File: src/bgr_ram.sv
// ---------------------------------------------------------------------------
// bgr_ram: generic single-write, single-read RAM
// One write port and one read port with registered read data.
// ---------------------------------------------------------------------------
module bgr_ram #(
    parameter int WIDTH = 64,
    parameter int DEPTH = 65
) (
    input  logic                     clk,
    input  logic                     we,
    input  logic [$clog2(DEPTH)-1:0] waddr,
    input  logic [WIDTH-1:0]         wdata,
    input  logic [$clog2(DEPTH)-1:0] raddr,
    output logic [WIDTH-1:0]         rdata
);

    logic [WIDTH-1:0] mem [DEPTH];

    // Write and registered read
    always_ff @(posedge clk)
    begin
        if (we)
        begin
            mem[waddr] <= wdata;
        end
        rdata <= mem[raddr];
    end

endmodule

File: config.mk
export PLATFORM = sky130hd
export DESIGN_NAME = bgr_ram
export DESIGN_NICKNAME = d
export VERILOG_FILES = /design/src/bgr_ram.sv
export SDC_FILE = /design/constraint.sdc
export NUM_CORES = 2
export LEC_CHECK = 0
export ABC_CLOCK_PERIOD_IN_PS = 15000
export BUFFER_PORTS_ARGS = -buffer_cell sky130_fd_sc_hd__buf_2
export CORE_AREA = 2 2 519 521
export CTS_CLUSTER_SIZE = 12
export DETAILED_ROUTE_END_ITERATION = 10
export DIE_AREA = 0 0 521 523
export HOLD_SLACK_MARGIN = 0.03
export PLACE_DENSITY = 0.73
export SYNTH_ARGS = -nofsm -noshare
export SYNTH_HDL_FRONTEND = slang
export SYNTH_MEMORY_MAX_BITS = 65536
export SYNTH_SLANG_ARGS = --single-unit
File: constraint.sdc
create_clock -name clk -period 15 [get_ports clk]
set_input_delay 1.5 -clock clk [delete_from_list [all_inputs] [get_ports clk]]
set_output_delay 1.5 -clock clk [all_outputs]
set_load 0.1 [all_outputs]
Word level (Yosys, flattened, before mapping)
Memory sizes are Yosys's and may differ from the RTL's. A register that Yosys moved wholly into a read port is not among the register bits. Cells that the tools add are included.

RAM bits: 4160. Input bits: 80. Bits in registers: 0. Logic and storage cells: 3. Memories kept: 1.

Memories: mem (depth 65, width 64, rd ports 1, clocked after Yosys merged registers in 1, write ports 1, RTL line 17) `logic [WIDTH-1:0] mem [DEPTH];`.

Muxes and demuxes: 2.

Operators by type and width (number): $mux 1 (2).

Depth between registers and ports, before layout
Word-level depth: 2. Mapped depth: 10.

Worst setup path before layout
OpenSTA, ideal clock, no wires.

Kind: input to register. Start: input port we. End: memory mem[18][0], enable pin. Arrival: 6.440 ns. Setup time: 0.565 ns. Stages on the path: 3. Setup slack: 7.995 ns. Required time: 14.435 ns. Path through: clkbuf_1 nand3_1 nor3_1.

Word-level cells in the longest chain between the ends: 2.

Ends and longest elaborated chain: from (decl) (RTL line 10) `input logic we,`; $mux 1 (RTL line 22) `if (we)`; $mux 1 (implied by the code) (RTL line 24) `mem[waddr] <= wdata;`; to (decl) (RTL line 17).

No other way between the ends.

==> flow_metrics.py <==
metrics = {
    "outcome": {
        "status": "complete, no violations",
    },
    "worst_setup_path": {
        "worstSetupPathType": "in2reg",
        "critPathRequiredTime_ns": 15.78,
        "cp-end-kind": "flop",
        "cp.arrival_ns": 6.46,
        "cp-start-kind": "primary input",
        "cpMaxStageDelayCell": "buf_4",
        "max_stage_delay_ns": 1.01,
        "reg2regPathDepth": 5,
        "path_cells": "buf_12 -> buf_4 -> buf_12 -> buf_4 -> mux2i_1 -> o221ai_1 -> nor4_1 -> a31oi_1 -> a221o_1",
        "cp_max_fo": 121,
    },
    "yosys": {
        "synthMuxAreaShare": 0.147,
        "synth_nets": 7550,
        "synth_simple_gate_area_share": 0.0107,
        "synth_xor_area_frac": 0,
        "synth_top_family_by_area": "multiplexers",
        "ys_seq_elements": 4224,
        "synth_compound_area_frac": 0.0391,
        "synth_area_um2": 160000,
        "async_reset_ff_frac": 0,
        "yosysSeqAreaShare": 0.790,
        "ys.flop_type": "edfxtp_1",
        "synth-edff-count": 4160,
        "netlist_instances": 7470,
        "synth_adder_area_share": 0,
        "ys_warn_count": 0,
        "avgSynthCellArea_um2": 21.4,
        "synth_cell_types": 40,
    },
    "sta": {
        "fmax_mhz": 176,
        "min_period_over_period": 0.379,
        "hold_viol_final": 0,
        "finClkSkew_ns": 0.0676,
        "timing.final.ws_setup_ns": 9.32,
        "max_slew_margin": 0.170,
        "fin_crit_ns": 5.68,
        "rsz0062_at_grt": "no",
        "tightest_slew_ns": 1.24,
        "hold_ws_ns": 0.745,
        "finalSetupTns_ns": 0,
        "maxSlewViolCount": 0,
        "setup_viol": 0,
    },
    "clock_tree": {
        "ctsHoldBuffers": 0,
        "h-tree-depth": 5,
        "cts_buffer_depth": 4,
        "cts_num_sinks": 4224,
        "cts_resized": 0,
        "clockRootBuffer": "clkbuf_16",
        "clkTransAtPathRegs_ns": 0.06,
        "cts_tree": "yes",
        "post_cts_buffers": 0,
        "clk_latency_ns": 0.93,
        "cts_buffers": 418,
    },
    "floorplanning": {
        "die_x_um": 521,
        "die_area_um2": 272000,
        "io-pin-count": 144,
        "start_util": 0.598,
        "core_um2": 267000,
        "die_h_um": 523,
        "rows": 190,
    },
    "run": {
        "cap_viol_max_count": 0,
    },
    "min_path": {
        "worstHoldPathType": "reg2reg",
        "whs_path_depth": 3,
    },
    "route": {
        "drc_errors": 0,
        "ant_nets": 0,
        "first_pass_iters": 8,
        "vias": 80927,
        "detail_route.wirelength_um": 416000,
        "via_per_inst": 6.95,
        "post_drt_wl_per_cell_um": 35.8,
        "drt-initial-drc-count": 11403,
    },
    "grt": {
        "grt_overflow": 0,
        "grt_use_total": 0.305,
        "grt_max_degree": 149,
        "antenna_found_initial": 29,
        "grt_pass1_vias": 80354,
        "grt_pass1_wl_um": 587000,
    },
    "final_layout": {
        "area_growth_pct": 11.0,
        "fin_util": 0.664,
        "drive_gt1_frac": 0.199,
        "nets": 7863,
    },
    "placed_design": {
        "dp_slack_ns": 8.37,
        "place_congestion": 0.819,
        "port_buffers": 143,
        "hpwl_um": 213000,
    },
    "power": {
        "peakVddDrop_mv": 0.120,
        "p_total_mw": 23.8,
        "p_leak_nw": 56.8,
        "powerDensity_nw_per_um2": 134,
    },
}
[critical path: cells and delay by family]
family          cells  cell delay (ns)
buf+inv             4             2.91
compound gates      3             0.67
simple gates        1             0.47
mux                 1             0.31
[layout by cell type (no fill, tap or decap), types with 5 or more instances in the layout]
cell type  count
nand2_1      136
buf_4        179
o21ai_0      163
clkinv_2      15
mux4_2       640
o21ai_1       94
nor2b_1        6
edfxtp_1    4160
bufinv_16      5
a22oi_1      128
clkinv_1      34
a221oi_1     128
nor2_1        69
clkinv_8       5
buf_2        138
diode_2       16
clkbuf_8      28
o22ai_1       65
clkbuf_16    422
nor4_1        63
buf_12        11
nor2_4        57
a221o_1       64
inv_6          7
clkbuf_1     184
nand3_1       10
mux2_2        64
a31oi_1       63
dfxtp_1       64
mux2i_1      832
a21oi_1       65
nor3_2         9
o221ai_1     126
[final cells by class]
| class | count | area, um^2 |
|---|---|---|
| Sequential cell | 4224 | 126000 |
| Fill cell | 16628 | 89700 |
| Multi-Input combinational cell | 2807 | 32000 |
| Clock buffer | 634 | 11600 |
| Tap cell | 3552 | 4440 |
| Timing Repair Buffer | 332 | 2310 |
| Clock inverter | 71 | 604 |
| Antenna cell | 16 | 40.0 |
[state kept, by name, summed over array words and instances, names as in the netlist]
register and flops:
mem 4160, rdata 64
[cell usage after synthesis (10+ instances only)]
cell type | count | share of area
edfxtp_1 | 4160 | 0.78
buf_2 | 196 | 0.0061
a22oi_1 | 128 | 0.0060
nand2_1 | 136 | 0.0032
a221o_1 | 64 | 0.0040
o22ai_1 | 65 | 0.0025
mux2i_1 | 832 | 0.052
nand3_1 | 10 | 0.00031
buf_6 | 15 | 0.0011
mux4_2 | 640 | 0.090
clkbuf_1 | 173 | 0.0041
buf_4 | 22 | 0.0010
a21oi_1 | 65 | 0.0020
nor4_1 | 63 | 0.0025
dfxtp_1 | 64 | 0.0080
nor2_1 | 126 | 0.0030
mux2_2 | 64 | 0.0045
a221oi_1 | 128 | 0.0070
o21ai_0 | 163 | 0.0051
o221ai_1 | 126 | 0.0069
a31oi_1 | 63 | 0.0025
o21ai_1 | 94 | 0.0029
buf_1 | 33 | 0.00078
[stage by stage]
stage / cell area [um^2] / std cells
global route: 177000 / 11627
floorplan: 160000 / 7470
global placement: 165000 / 10915
CTS: 177000 / 11620
finish: 177000 / 11636
detailed placement: 165000 / 10915
[logic make-up (layout without fill, tap and decap cells)]
logic type	Yosys count	count (layout)
mux	1536	1536
buf+inv	439	1037
simple gates	374	374
other cells	0	16
flops	4224	4224
compound gates	897	897
[path summary, 6_finish.rpt]
path	from	slack, ns	to
worst max-delay path	raddr[2]	9.32	rdata[45]$_DFF_P_
worst min register to register	mem[64][57]$_DFFE_PP_	0.74	rdata[57]$_DFF_P_
worst min-delay path	mem[64][57]$_DFFE_PP_	0.74	rdata[57]$_DFF_P_
worst max register to register	mem[22][13]$_DFFE_PP_	12.58	rdata[13]$_DFF_P_
[routing by layer]
layer	track usage	up-vias	part of all wire
met5	0	-	0.00016
met4	0.131	12	0.048
met3	0.0527	890	0.11
met2	0.480	5171	0.48
met1	0.430	42750	0.37
li1	-	32104	-
[power by group]
group / switching (mW) / leakage (nW) / internal (mW)
Combinational: 0.797 / 13.0 / 0.348
Sequential: 0.0313 / 37.9 / 13.0
Clock: 4.18 / 5.91 / 5.39
No activity file was read; power rests on OpenSTA's default activity.
