**config.mk**
```make
export PLATFORM = sky130hd
export DESIGN_NAME = bgr_front
export DESIGN_NICKNAME = d
export VERILOG_FILES = /design/src/bgr_pkg.sv /design/src/bgr_front.sv
export SDC_FILE = /design/constraint.sdc
export NUM_CORES = 1
export LEC_CHECK = 0
export BUFFER_PORTS_ARGS = -buffer_cell sky130_fd_sc_hd__buf_4
export CAP_MARGIN = 20
export CORE_MARGIN = 5
export CORE_UTILIZATION = 40
export DETAILED_ROUTE_END_ITERATION = 12
export PLACE_DENSITY = 0.73
export REMOVE_ABC_BUFFERS = 1
export SYNTH_ARGS = -nofsm -noshare
export SYNTH_HDL_FRONTEND = slang
export SYNTH_SLANG_ARGS = --single-unit
```
**constraint.sdc**
```tcl
create_clock -name clk -period 5.02 [get_ports clk]
set_input_delay 1.004 -clock clk [delete_from_list [all_inputs] [get_ports clk]]
set_output_delay 1.004 -clock clk [all_outputs]
set_load 0.01 [all_outputs]
```
**src/bgr_pkg.sv**
```systemverilog
// ---------------------------------------------------------------------------
// bgr_pkg: shared types and helpers for the Brusselator grid RHS core
// Grid geometry, window slot arithmetic, payload structs and saturation.
// ---------------------------------------------------------------------------
package bgr_pkg;

    // Grid and window geometry
    localparam int GRID_SIDE = 32;
    localparam int WIN_DEPTH = 2 * GRID_SIDE + 1;
    localparam int SLOT_W    = $clog2(WIN_DEPTH);
    localparam int POS_W     = $clog2(GRID_SIDE);
    localparam int OFF_W     = SLOT_W + 2;
    localparam int CELL_W    = 5;
    localparam int DATA_W    = 32;

    // Laplacian scale (G-1)^2 and intermediate widths
    localparam int LAP_SCALE = (GRID_SIDE - 1) * (GRID_SIDE - 1);
    localparam int SCALE_W   = $clog2(LAP_SCALE + 1) + 1;
    localparam int SUM_W     = DATA_W + 3;
    localparam int LAP_W     = DATA_W + 4;
    localparam int TERM_W    = DATA_W + 2;

    // Front queue depth (power of two)
    localparam int QDEPTH    = 2;
    localparam int QPTR_W    = $clog2(QDEPTH);

    localparam int CFG_IDX_W = 2;

    localparam logic signed [OFF_W-1:0] OFF_ONE  = OFF_W'(1);
    localparam logic signed [OFF_W-1:0] OFF_G    = OFF_W'(GRID_SIDE);
    localparam logic signed [OFF_W-1:0] DEPTH_S  = OFF_W'(WIN_DEPTH);
    localparam logic [POS_W-1:0]        POS_LAST = POS_W'(GRID_SIDE - 1);

    localparam logic signed [63:0] SAT_MAX = 64'sd2147483647;
    localparam logic signed [63:0] SAT_MIN = -64'sd2147483648;

    // Register indexes
    typedef enum logic [CFG_IDX_W-1:0] {
        REG_FEED  = 2'd0,
        REG_DECAY = 2'd1,
        REG_CONV  = 2'd2,
        REG_DIFF  = 2'd3
    } reg_idx_t;

    // Result release bits carried with each queued item
    localparam int EMIT_ABOVE = 0;
    localparam int EMIT_LEFT  = 1;
    localparam int EMIT_SELF  = 2;
    localparam int MASK_W     = 3;

    // Neighbor read order
    localparam logic [2:0] NB_CTR   = 3'd0;
    localparam logic [2:0] NB_LEFT  = 3'd1;
    localparam logic [2:0] NB_RIGHT = 3'd2;
    localparam logic [2:0] NB_UP    = 3'd3;
    localparam logic [2:0] NB_DOWN  = 3'd4;
    localparam logic [2:0] NB_DONE  = 3'd5;

    typedef enum logic [2:0] {
        B_IDLE,
        B_NEXT,
        B_READ,
        B_LAP,
        B_MUL,
        B_SUM
    } back_state_t;

    typedef enum logic [2:0] {
        M_UU,
        M_UUV,
        M_DLIN,
        M_CLIN,
        M_DDIF,
        M_VDIF
    } mul_step_t;

    typedef struct packed {
        logic signed [DATA_W-1:0] u_in;
        logic signed [DATA_W-1:0] v_in;
    } in_item_t;

    typedef struct packed {
        logic signed [DATA_W-1:0] du_out;
        logic signed [DATA_W-1:0] dv_out;
        logic [CELL_W-1:0]        cell_row;
        logic [CELL_W-1:0]        cell_col;
        logic                     frame_end;
        logic                     run_last;
    } out_item_t;

    typedef struct packed {
        logic signed [DATA_W-1:0] feed;
        logic signed [DATA_W-1:0] decay;
        logic signed [DATA_W-1:0] conv;
        logic signed [DATA_W-1:0] diff;
    } cfg_regs_t;

    typedef struct packed {
        logic signed [DATA_W-1:0] u;
        logic signed [DATA_W-1:0] v;
        logic [POS_W-1:0]         row;
        logic [POS_W-1:0]         col;
        logic [SLOT_W-1:0]        slot;
        logic [MASK_W-1:0]        mask;
    } q_item_t;

    typedef struct packed {
        logic                  we;
        logic [SLOT_W-1:0]     addr;
        logic [2*DATA_W-1:0]   data;
    } ram_wr_t;

    // Clamp to signed 32 bits
    function automatic logic signed [DATA_W-1:0] sat32(input logic signed [63:0] x);
        logic signed [63:0] t;
        t = x;
        if (t > SAT_MAX) t = SAT_MAX;
        else if (t < SAT_MIN) t = SAT_MIN;
        return t[DATA_W-1:0];
    endfunction

    // Window slot plus a small signed offset, modulo the window depth
    function automatic logic [SLOT_W-1:0] slot_add(input logic [SLOT_W-1:0] s,
                                                   input logic signed [OFF_W-1:0] off);
        logic signed [OFF_W-1:0] t;
        t = signed'(OFF_W'(s)) + off;
        if (t < 0) t = t + DEPTH_S;
        else if (t >= DEPTH_S) t = t - DEPTH_S;
        return t[SLOT_W-1:0];
    endfunction

endpackage

```
**src/bgr_front.sv**
```systemverilog
// ---------------------------------------------------------------------------
// bgr_front: input acceptance and classification
// Tracks raster position and window slot, tags each item with the results it
// releases, and buffers it in a short queue for the back end.
// ---------------------------------------------------------------------------
module bgr_front (
    input  logic               clk,
    input  logic               rst_n,
    input  logic               in_valid,
    output logic               in_ready,
    input  bgr_pkg::in_item_t  in_item,
    output logic               q_valid,
    input  logic               q_pop,
    output bgr_pkg::q_item_t   q_item
);
    import bgr_pkg::*;

    logic [POS_W-1:0]  row_reg, row_next;
    logic [POS_W-1:0]  col_reg, col_next;
    logic [SLOT_W-1:0] slot_reg, slot_next;
    logic [QPTR_W-1:0] wr_ptr_reg, wr_ptr_next;
    logic [QPTR_W-1:0] rd_ptr_reg, rd_ptr_next;
    logic [QPTR_W:0]   count_reg, count_next;
    q_item_t           fifo_mem [QDEPTH];
    q_item_t           new_item;
    logic              accept;
    logic              last_row;
    logic              last_col;

    assign in_ready = (count_reg != (QPTR_W+1)'(QDEPTH));
    assign accept   = in_valid && in_ready;
    assign q_valid  = (count_reg != '0);
    assign q_item   = fifo_mem[rd_ptr_reg];
    assign last_row = (row_reg == POS_LAST);
    assign last_col = (col_reg == POS_LAST);

    // Classify the item by the results it releases
    always_comb
    begin
        new_item                 = '0;
        new_item.u               = in_item.u_in;
        new_item.v               = in_item.v_in;
        new_item.row             = row_reg;
        new_item.col             = col_reg;
        new_item.slot            = slot_reg;
        new_item.mask[EMIT_ABOVE] = (row_reg != '0);
        new_item.mask[EMIT_LEFT]  = last_row && (col_reg != '0);
        new_item.mask[EMIT_SELF]  = last_row && last_col;
    end

    // Advance position; slot restarts with each frame
    always_comb
    begin
        row_next  = row_reg;
        col_next  = col_reg;
        slot_next = slot_reg;
        if (accept)
        begin
            if (last_col)
            begin
                col_next = '0;
                row_next = last_row ? '0 : row_reg + 1'b1;
            end
            else
            begin
                col_next = col_reg + 1'b1;
            end
            if (last_row && last_col)
            begin
                slot_next = '0;
            end
            else
            begin
                slot_next = slot_add(slot_reg, OFF_ONE);
            end
        end
    end

    // Queue pointers
    always_comb
    begin
        wr_ptr_next = accept ? wr_ptr_reg + 1'b1 : wr_ptr_reg;
        rd_ptr_next = q_pop ? rd_ptr_reg + 1'b1 : rd_ptr_reg;
        count_next  = count_reg + (QPTR_W+1)'(accept) - (QPTR_W+1)'(q_pop);
    end

    always_ff @(posedge clk or negedge rst_n)
    begin
        if (!rst_n)
        begin
            row_reg    <= '0;
            col_reg    <= '0;
            slot_reg   <= '0;
            wr_ptr_reg <= '0;
            rd_ptr_reg <= '0;
            count_reg  <= '0;
        end
        else
        begin
            row_reg    <= row_next;
            col_reg    <= col_next;
            slot_reg   <= slot_next;
            wr_ptr_reg <= wr_ptr_next;
            rd_ptr_reg <= rd_ptr_next;
            count_reg  <= count_next;
        end
    end

    // Hold queued items
    always_ff @(posedge clk)
    begin
        if (accept)
        begin
            fifo_mem[wr_ptr_reg] <= new_item;
        end
    end

endmodule

```
Yosys cells after proc, flatten, opt, wreduce, memory -nomap -nowiden
Memory sizes are Yosys's and may differ from the RTL's.
Index checks and enable logic that the tools add are counted.
{"block": "op_classes", "add_sub_neg": 9, "multipliers": 0, "n_div": 0, "order_cmp": 2, "n_eq_ne": 3, "n_shift": 0, "mux": 7, "n_bitwise": 0, "reduce_logical": 7}
{"cell": "7-bit two-way mux", "count": 3}
{"cell": "5-bit by 1-bit adder with 5-bit output (second input constant)", "count": 2}
{"cell": "5-bit == test (second input constant)", "count": 2}
{"cell": "5-bit two-way mux", "count": 2}
{"cell": "5-bit nonzero test", "count": 2}
{"cell": "7-bit by 1-bit adder with 8-bit output (second input constant)", "count": 1}
{"cell": "8-bit by 7-bit greater-or-equal comparator with 1-bit output (second input constant)", "count": 1}
{"cell": "8-bit by 1-bit < comparator with 1-bit output (second input constant)", "count": 1}
{"cell": "7-bit adder (second input constant)", "count": 1}
{"cell": "7-bit subtractor (second input constant)", "count": 1}
{"cell": "1-bit logical AND", "count": 3}
{"cell": "1-bit adder (second input constant)", "count": 2}
{"cell": "2-bit by 1-bit adder with 2-bit output", "count": 1}
{"cell": "1-bit two-way mux", "count": 2}
{"cell": "2-bit != test (second input constant)", "count": 1}
{"cell": "2-bit AND reduction", "count": 1}
{"cell": "2-bit nonzero test", "count": 1}
{"cell": "2-bit by 1-bit subtractor with 2-bit output", "count": 1}
{"block": "totals", "reg_bits": 21, "latch_bits": 0, "ramBits": 168, "romBits": 0, "inputBits": 68, "output_inout_bits": 86, "wordCells": 35, "memories": 1}
{"memory": "fifo_mem", "depth": 2, "width": 84, "rd": 1, "rd_clocked_by_memory_dff": 0, "write_ports": 1, "line": "bgr_front.sv:24", "source": "q_item_t fifo_mem [QDEPTH];"}

Logic depth before layout (Yosys ltp)
{"block": "logic_depth", "ltp_word": 5, "mapped_depth": 10, "depth_no_buf": 8}

Least setup slack after synthesis
Ideal clock, no wire load.
{"block": "synth_path", "kind": "input to register", "start": "input in_valid", "end": "memory fifo_mem[0][0] (netlist bit), enable pin", "setup_ps": 527, "arrival_time_ps": 5037, "required_ps": 4493, "setup_slack_ps": -545, "cell_stages": 5, "cell_sequence": "and2_2 buf_6 inv_1 clkbuf_1 nor2_1"}
{"block": "synth_between", "elab_chain_len": 3}
{"item": "start: declaration", "line": "bgr_front.sv:9", "source": "input logic in_valid,"}
{"item": "1-bit logical AND", "line": "bgr_front.sv:31", "source": "assign accept = in_valid && in_ready;"}
{"item": "1-bit two-way mux", "line": "bgr_front.sv:112", "source": "if (accept)"}
{"item": "1-bit two-way mux (not written as such)", "line": "bgr_front.sv:114", "source": "fifo_mem[wr_ptr_reg] <= new_item;"}
{"item": "end: declaration", "line": "bgr_front.sv:24"}
Every way passes these cells.

==> summary.md <==
| Metric | Value |
|---|---|
| Port bufs | `153` |
| Synth cell types | `55` |
| Syn_area_per_cell | `17.4 um^2` |
| Clk_lat worst skew | `420 ps` |
| Final WL | `~15000 um` |
| Cell area after layout | `between 9000 and 10000 um^2` |
| TritonRoute pass-1 iters | `4` |
| Syn Inst Count | `between 400 and 500` |
| WL/cell | `around 18 um` |
| CTS H-tree depth | `4` |
| FP Rows | `50` |
| Fillers | `roughly 1500` |
| Cells along the critical path | `buf_4 -> mux2_2 -> buf_4` |
| CP required | `around 4000 ps` |
| Period utilization | `0.678` |
| Synth top area share | `0.667` |
| Max-slew violations | `0` |
| DPL Wire Length | `a little over 10000 um` |
| Die Y | `roughly 150 um` |
| Met2 usage | `0.234` |
| Via count | `between 4000 and 5000` |
| Rel. slew slack | `0.365` |
| Async SR Flop Fraction | `0.111` |
| Status | `finished clean` |
| Post-Syn Area | `roughly 7600 um^2` |
| Fin crit period | `between 3000 and 4000 ps` |
| CTS tree | `built` |
| Final worst slack | `1610 ps` |
| Cell with the most instances after synthesis | `edfxtp_1` |
| Vias in the first global route | `4395` |
| Critical path type | `reg2out` |
| Setup crit start | `rd_ptr_reg` |
| Root buffer cell | `clkbuf_16` |
| Post-synth EDFFs | `around 170` |
| Antenna-violating nets left | `0` |
| Min-Delay Path Class | `in2async` |
| Grt peak-use layer | `met2` |
| VDD IR max | `about 0.23 mV` |
| CTS Hold Bufs | `0` |
| Fin. Hold Viols | `0` |
| Clock slew at reported path FFs | `70 ps` |
| Fin nets | `676` |
| Power per cell area | `between 500 and 600 nW/um^2` |
| Area after DPL | `8970 um^2` |
| Ranking of synthesized cells by area | `edfxtp_1, mux2_2, dfrtp_1` |
| CP arrival | `2400 ps` |
| Starting Density | `0.406` |
| Share of cells above drive strength 1 | `0.484` |
| Maxcap violations | `0` |
| Crit path largest cell delay | `~1000 ps` |
| Post-Route Utilization | `0.516` |
| Sequential area share after synthesis | `0.736` |
| Largest net degree at the start of global routing | `85` |
| Post-CTS setup buffers | `0` |
| Max clock buf depth | `2` |
| M3 GR Usage | `0.0457` |
| Critical Path Source Type | `register` |
| Total gr overflow | `0` |
| Num CTS Buffers | `17` |
| RSZ-0062 raised after global routing | `no` |
| Worst slew pin tran | `952 ps` |
| Core Box Area | `roughly 19000 um^2` |
| Ports | `about 150` |
| CP Capture Type | `output port` |
| Fmax | `slightly below 0.3 GHz` |
| Total inserted antenna cells | `0` |
| Area leader, netlist | `edfxtp_1` |
| Cts repair resizes | `0` |
| Setup violators final | `0` |
| Reg2reg start | `slot_reg[0]` |
| P_leak | `3.63 nW` |
| CP max stage cell | `dfrtp_4` |
| Top cells by count, synth | `edfxtp_1, mux2_2, dfrtp_1` |
| Area Overhead vs Synth | `27.3%` |
| Max FO, Critical Path | `slightly below 70` |
| Place WS | `1730 ps` |
| Seq cells post-synth | `roughly 190` |
| DRC Markers | `0` |
| Met1 GRT Util | `0.172` |
| Total GRT Usage | `0.140` |
| Die Width | `between 100 and 150 um` |
| Synth Flop Type | `edfxtp_1` |
| Iteration-0 DRC Markers | `370` |
| Skew final | `between 9 and 10 ps` |
| First-pass GRT wire length | `23900 um` |
| Hold WS | `452 ps` |
| Most Frequent Cell on Critical Path | `buf_4` |
| Die area | `between 20000 and 25000 um^2` |
| RePlAce Congestion | `around 0.86` |
| Clock Sinks | `189` |
| Antenna violations before repair | `0` |
| Max FFs per register | `roughly 170` |
| Yosys warnings | `0` |
| Via/cell ratio | `between 5 and 6` |
==> cell type report <==
class / count / area, um^2 / area share
multi-input cells: 216 / 1870 / 0.194
clock buffers: 18 / 429 / 0.0446
inverters: 15 / 56.3 / 0.00585
clock inverters: 14 / 201 / 0.0209
well taps: 234 / 293 / 0.0304
flip-flops and latches: 189 / 5570 / 0.579
repair buffers: 158 / 1210 / 0.125
==> critical path: cells and delay by family (launching register included) <==
kind	cells	cell delay, ps
buffers and inverters	2	550
DFF	1	1040
muxes	1	380
==> through the flow <==
step                      TNS, ps  power, mW  instances
final                           0       5.61        844
after global routing            0       5.90        844
after CTS                       0       5.67        843
after detailed placement        0       4.25        811
after global placement          0       4.19        811
after floorplan            -73910       3.45        420
==> layout by cell type (no fill, tap or decap), types with 3 or more instances in the layout <==
cell type,n
edfxtp_1,168
buf_4,157
mux2_2,88
dfrtp_1,20
clkbuf_16,17
inv_1,15
o21ai_0,15
nand2_1,14
ha_1,11
nor2_1,10
nand3_1,9
a21oi_1,6
xnor2_1,4
nor3_1,4
inv_8,4
a31oi_1,3
and3_2,3
bufinv_16,3
==> per-layer routing <==
layer / wire (um) / vias to the layer above
met4: 185 / 0
li1: - / 1997
met5: 0 / -
met2: 7640 / 167
met3: 1140 / 17
met1: 6230 / 2120
==> cell families (layout without fill, tap and decap cells) <==
logic type,Yosys count,after routing,synth area share
flops,189,189,0.736
mux,88,88,0.131
simple gates,67,67,0.0486
compound gates,44,44,0.0390
buf+inv,31,205,0.0189
xor+xnor,6,6,0.00794
fa+ha+maj,11,11,0.0182
==> path summary, 6_finish.rpt <==
| kind | endpoint | slack, ps | depth (start not counted) |
|---|---|---|---|
| hold / removal | count_reg[1] | 450 | 1 |
| min in group clk | count_reg[1] | 490 | 1 |
| setup reg to reg | slot_reg[2] | 2250 | 8 |
| hold reg to reg | count_reg[1] | 490 | 1 |
| max in group asynchronous | rd_ptr_reg | 4320 | 1 |
| setup / recovery | q_item[45] | 1610 | 3 |
==> report_power, final <==
group / leakage (nW) / switching (mW) / internal [mW]
registers: 1.82 / 0.283 / 2.18
clock network: 0.302 / 0.600 / 0.806
logic: 1.52 / 0.837 / 0.901
Power figures use the tool's default switching activity.
